**src/rtl/tcw_pkg.sv**
```systemverilog
// Shared constants and types for the text console character writer.
`timescale 1ns / 1ps
package tcw_pkg;

    // Screen geometry
    localparam int COLUMNS = 80;
    localparam int ROWS    = 25;
    localparam int NCELLS  = COLUMNS * ROWS;

    // Internal widths follow from the geometry
    localparam int ADDR_W = $clog2(NCELLS);
    localparam int CW     = $clog2(COLUMNS + 8);
    localparam int RW     = $clog2(ROWS + 1);

    // Port field widths
    localparam int OP_W      = 2;
    localparam int CHAR_W    = 8;
    localparam int COLOR_W   = 4;
    localparam int IDX_W     = 11;
    localparam int COL_OUT_W = 7;
    localparam int ROW_OUT_W = 5;
    localparam int LOC_W     = 11;
    localparam int CELL_W    = 16;

    // Operation codes
    localparam logic [OP_W-1:0] OP_PUT   = 2'd0;
    localparam logic [OP_W-1:0] OP_CLEAR = 2'd1;
    localparam logic [OP_W-1:0] OP_READ  = 2'd2;

    // Character codes
    localparam logic [CHAR_W-1:0] CH_BS    = 8'h08;
    localparam logic [CHAR_W-1:0] CH_TAB   = 8'h09;
    localparam logic [CHAR_W-1:0] CH_LF    = 8'h0A;
    localparam logic [CHAR_W-1:0] CH_CR    = 8'h0D;
    localparam logic [CHAR_W-1:0] CH_SPACE = 8'h20;

    localparam int TAB_STOP = 8;

    localparam logic [CELL_W-1:0] BLANK_CELL = 16'h0F20;

    // Result of interpreting one character against the cursor
    typedef struct packed {
        logic [CW-1:0] col;
        logic [RW-1:0] row;
        logic          wr_en;
        logic          scroll;
    } t_step;

endpackage

```
**src/rtl/tcw_cursor_step.sv**
```systemverilog
// Cursor motion for one put character: controls, printable write, wrap, scroll.
`timescale 1ns / 1ps
module tcw_cursor_step (
    input  logic [tcw_pkg::CW-1:0]     i_col,
    input  logic [tcw_pkg::RW-1:0]     i_row,
    input  logic [tcw_pkg::CHAR_W-1:0] i_char_code,
    output tcw_pkg::t_step             o_step
);
    import tcw_pkg::*;

    logic [CW-1:0] col;
    logic [RW-1:0] row;
    logic          wr_en;

    always_comb begin
        col   = i_col;
        row   = i_row;
        wr_en = 1'b0;
        case (i_char_code)
            CH_BS: begin
                if (i_col != '0) begin
                    col = i_col - CW'(1);
                end
            end
            CH_TAB: begin
                col = (i_col + CW'(TAB_STOP)) & ~CW'(TAB_STOP - 1);
            end
            CH_CR: begin
                col = '0;
            end
            CH_LF: begin
                col = '0;
                row = i_row + RW'(1);
            end
            default: begin
                // high bytes are negative as signed char and fall out here
                if (i_char_code >= CH_SPACE && !i_char_code[CHAR_W-1]) begin
                    wr_en = 1'b1;
                    col   = i_col + CW'(1);
                end
            end
        endcase

        if (col >= CW'(COLUMNS)) begin
            col = '0;
            row = row + RW'(1);
        end

        o_step.wr_en  = wr_en;
        o_step.scroll = (row >= RW'(ROWS));
        o_step.col    = col;
        o_step.row    = (row >= RW'(ROWS)) ? RW'(ROWS - 1) : row;
    end

endmodule

```
**config.mk**
```make
export PLATFORM = sky130hd
export DESIGN_NAME = tcw_cursor_step
export DESIGN_NICKNAME = d
export VERILOG_FILES = /design/src/rtl/tcw_pkg.sv /design/src/rtl/tcw_cursor_step.sv
export SDC_FILE = /design/constraint.sdc
export NUM_CORES = 1
export LEC_CHECK = 0
export BUFFER_PORTS_ARGS = -buffer_cell sky130_fd_sc_hd__buf_2
export CAP_MARGIN = 10
export CORE_MARGIN = 5
export CORE_UTILIZATION = 59
export DETAILED_ROUTE_END_ITERATION = 7
export GPL_TIMING_DRIVEN = 0
export PLACE_DENSITY_LB_ADDON = 0.15
export SLEW_MARGIN = 10
export SYNTH_ARGS = -nofsm -noshare
export SYNTH_HDL_FRONTEND = slang
export SYNTH_SLANG_ARGS = --single-unit
```
**constraint.sdc**
```tcl
create_clock -name vclk -period 7.15
set_clock_uncertainty 0.15 [all_clocks]
set_input_delay 0.715 -clock vclk [all_inputs]
set_output_delay 0.715 -clock vclk [all_outputs]
set_load 0.05 [all_outputs]
```
==> results.md <==
| Parameter | This run |
| --- | --- |
| Status | complete, no violations |
| Remaining global-route overflow | 0 |
| Cell Area, Synth | 1060 um^2 |
| Total power | 89.1 uW |
| Post-route insts no fill | 206 |
| Share of the clock period used by the worst path after layout | 0.686 |
| Relative max-transition margin | 0.594 |
| Avg Vias per Cell | 5.99 |
| Pre-CTS WS | 2.28 ns |
| Cts-stage hold buffer count | 0 |
| Mapped Cells | 150 |
| Worst hold stages | 4 |
| Endpoint of the worst hold-timing path | o_step[7] |
| Final count of negative-setup-slack endpoints | 0 |
| Type of the most critical hold path | in2out |
| Global-route wire length before repair | 4800 um |
| Number of nets with antenna violations after routing | 0 |
| Share of the synthesized netlist area taken by xor and xnor gates | 0.115 |
| Mean area per synthesized cell | 7.09 um^2 |
| Sum of negative setup slack | 0 ns |
| First-pass detailed-route iteration total | 4 |
| YS warnings | 0 |
| Part of the Yosys area used for sequential elements | 0 |
| Mux share of post-synthesis cell area | 0.0588 |
| Post-route design area | 1250 um^2 |
| Total of cells resized after clock tree synthesis | 0 |
| Placed instance area | 1250 um^2 |
| Synthesized-area fraction occupied by adder cells | 0.0824 |
| Sw Ratio | 0.672 |
| Global placer's final weighted congestion | 0.916 |
| Final Worst Setup Slack | 2.25 ns |
| Floorplan row count | 15 |
| Most common library cell in the layout ignoring fill and taps | buf_2 |
| Peak clock frequency supported by timing | 204 MHz |
| Number of max-cap violations | 0 |
| Chip Width | 52.5 um |
| Hold violation count in the final report | 0 |
| Core ar. | 1730 um^2 |
| Estimated wirelength of the detail-placed design | 2280 um |
| Placed Cells | 206 |
| Highest fanout seen on the critical path | 4 |
| Combined flip-flop and latch cell area | 0 um^2 |
| Post-Synth Simple-Gate Area | 0.362 |
| Type of element launching the critical path | primary input |
| Top-level port count | 34 |
| Total routing usage reported by global routing | 0.214 |
| Remaining routing DRC violations | 0 |
| Clock tree buffer count of the final layout | 0 |
| Fraction of power consumed by sequential logic | 0 |
| Required time at the worst-slack endpoint | 6.28 ns |
| Vias | 1,233 |
| Number of sequential cells in the layout | 0 |
| Logic gate share of total power | 1.000 |
| Antenna diode instance count | 0 |
| Setup Crit Path Kind | in2out |
| Measured slew at the worst slew-check pin | 0.604 ns |
| Number of DRC violations after detailed-routing iteration 0 | 25 |
| Number of buffers inserted by port buffering | 31 |
| Fill cell total of the finished layout | 173 |
| Initial core utilization | 0.616 |
| CP arrival | 4.04 ns |
| Via count of the first global-routing pass | 1,166 |
| Number of nets produced by synthesis | 177 |
| Maximum number of pins on one net before global-route repair | 11 |
| Compound-cell area share of the yosys netlist | 0.308 |
| Final net count | 210 |
| Commonest cells after routing, fill and taps aside | buf_2, nor2_1, nand2_1 |
| Unique masters post-synth | 58 |
| Die Outline Area | 2750 um^2 |
| Startpoint of the tightest hold check path | i_col[0] |
| Pwr/cell area | 71.3 nW/um^2 |
| Internal portion of total power | 29.3 uW |
| Unrepaired setup endpoints after global routing | false |
| Net switching power | 59.9 uW |
| Detailed-route wire length per cell | 13.3 um |
| Setup crit end kind | output pin |
| Part of the total power dissipated in the clock network | 0 |
| Main combinational cell family by area after synthesis | simple AND/OR/NAND/NOR gates |
| Slew Limit Fails | 0 |
| Leakage power summed over all cells | 0.526 nW |
| Aggregate routed wire length | 2730 um |
| Antenna violations before repair | 0 |
| Die height | 52.5 um |
| Setup bufs post-CTS | 0 |
| Layout overhead on the synthesized area | 17.5% |
| Share of post-route cells with drive strength above 1 | 0.282 |
| Crit path time final | 4.90 ns |
| Peak supply drop | 44.4 uV |
## worst max-delay path: stages
cell	delay, ns
buf_2	0.11
or4b_4	0.57
nor3_1	0.53
mux2_2	0.42
ha_1	0.24
xnor2_1	0.30
xnor2_1	0.11
o31a_2	0.29
o21bai_1	0.20
o31ai_1	0.09
mux2i_1	0.17
buf_2	0.29
## per-layer routing
layer / global-route usage / routed length [um] / vias to the layer above
met4: 0.00851 / 0 / 0
met2: 0.372 / 1240 / 39
met3: 0.0114 / 181 / 0
met5: 0 / 0 / -
met1: 0.302 / 1310 / 561
li1: - / - / 633
## synthesized netlist by cell type, drive strengths merged (4+ instances only)
master / number / share of area
clkbuf: 4 / 0.014
nor3: 10 / 0.062
xor2: 6 / 0.049
or2: 5 / 0.029
inv: 8 / 0.028
nand2: 10 / 0.035
buf: 5 / 0.031
xnor2: 8 / 0.066
nor2: 11 / 0.039
o31ai: 6 / 0.042
ha: 7 / 0.082
mux2i: 4 / 0.038
a211oi: 4 / 0.028
o21ai: 6 / 0.028
and3: 5 / 0.029
a21oi: 7 / 0.036
## area by class of cell
| cell class | count | area [um^2] | area share |
|---|---|---|---|
| well taps | 25 | 31.3 | 0.0250 |
| repair buffers | 31 | 155 | 0.124 |
| multi-input cells | 133 | 986 | 0.789 |
| plain buffers | 9 | 47.5 | 0.0380 |
| inverters | 8 | 30.0 | 0.0240 |
## stage by stage
stage / hold WS (ns) / util
6_report: 1.72 / 0.724
3_3_place_gp: 1.72 / 0.724
4_1_cts: 1.72 / 0.724
3_5_place_dp: 1.72 / 0.724
2_1_floorplan: 1.55 / -
5_1_grt: 1.78 / 0.724
## cells by family (layout without fill, tap and decap cells)
logic type	Yosys count	after routing
and+or+nand+nor	63	63
AOI/OAI and AO/OA	43	43
buffers and inverters	17	48
xor gates and xnor gates	14	14
adders and majority gates	7	7
muxes	6	6
## power groups by stage
stage | clock network [mW] | logic [mW] | registers (mW)
global placement | 0 | 0.0867 | 0
detailed placement | 0 | 0.0888 | 0
global route | 0 | 0.0969 | 0
finish | 0 | 0.0891 | 0
floorplan | 0 | 0.0662 | 0
CTS | 0 | 0.0891 | 0
## worst max path at each step
stage / start / to / slack (ns) / depth (start not counted)
global placement: i_char_code[5] / o_step[4] / 2.36 / 12
finish: i_char_code[5] / o_step[4] / 2.25 / 12
CTS: i_char_code[5] / o_step[4] / 2.26 / 12
floorplan: i_char_code[5] / o_step[0] / 2.29 / 10
detailed placement: i_char_code[5] / o_step[4] / 2.28 / 12
global route: i_char_code[5] / o_step[4] / 2.04 / 12
Note: power is estimated with default switching activity, not from simulation.
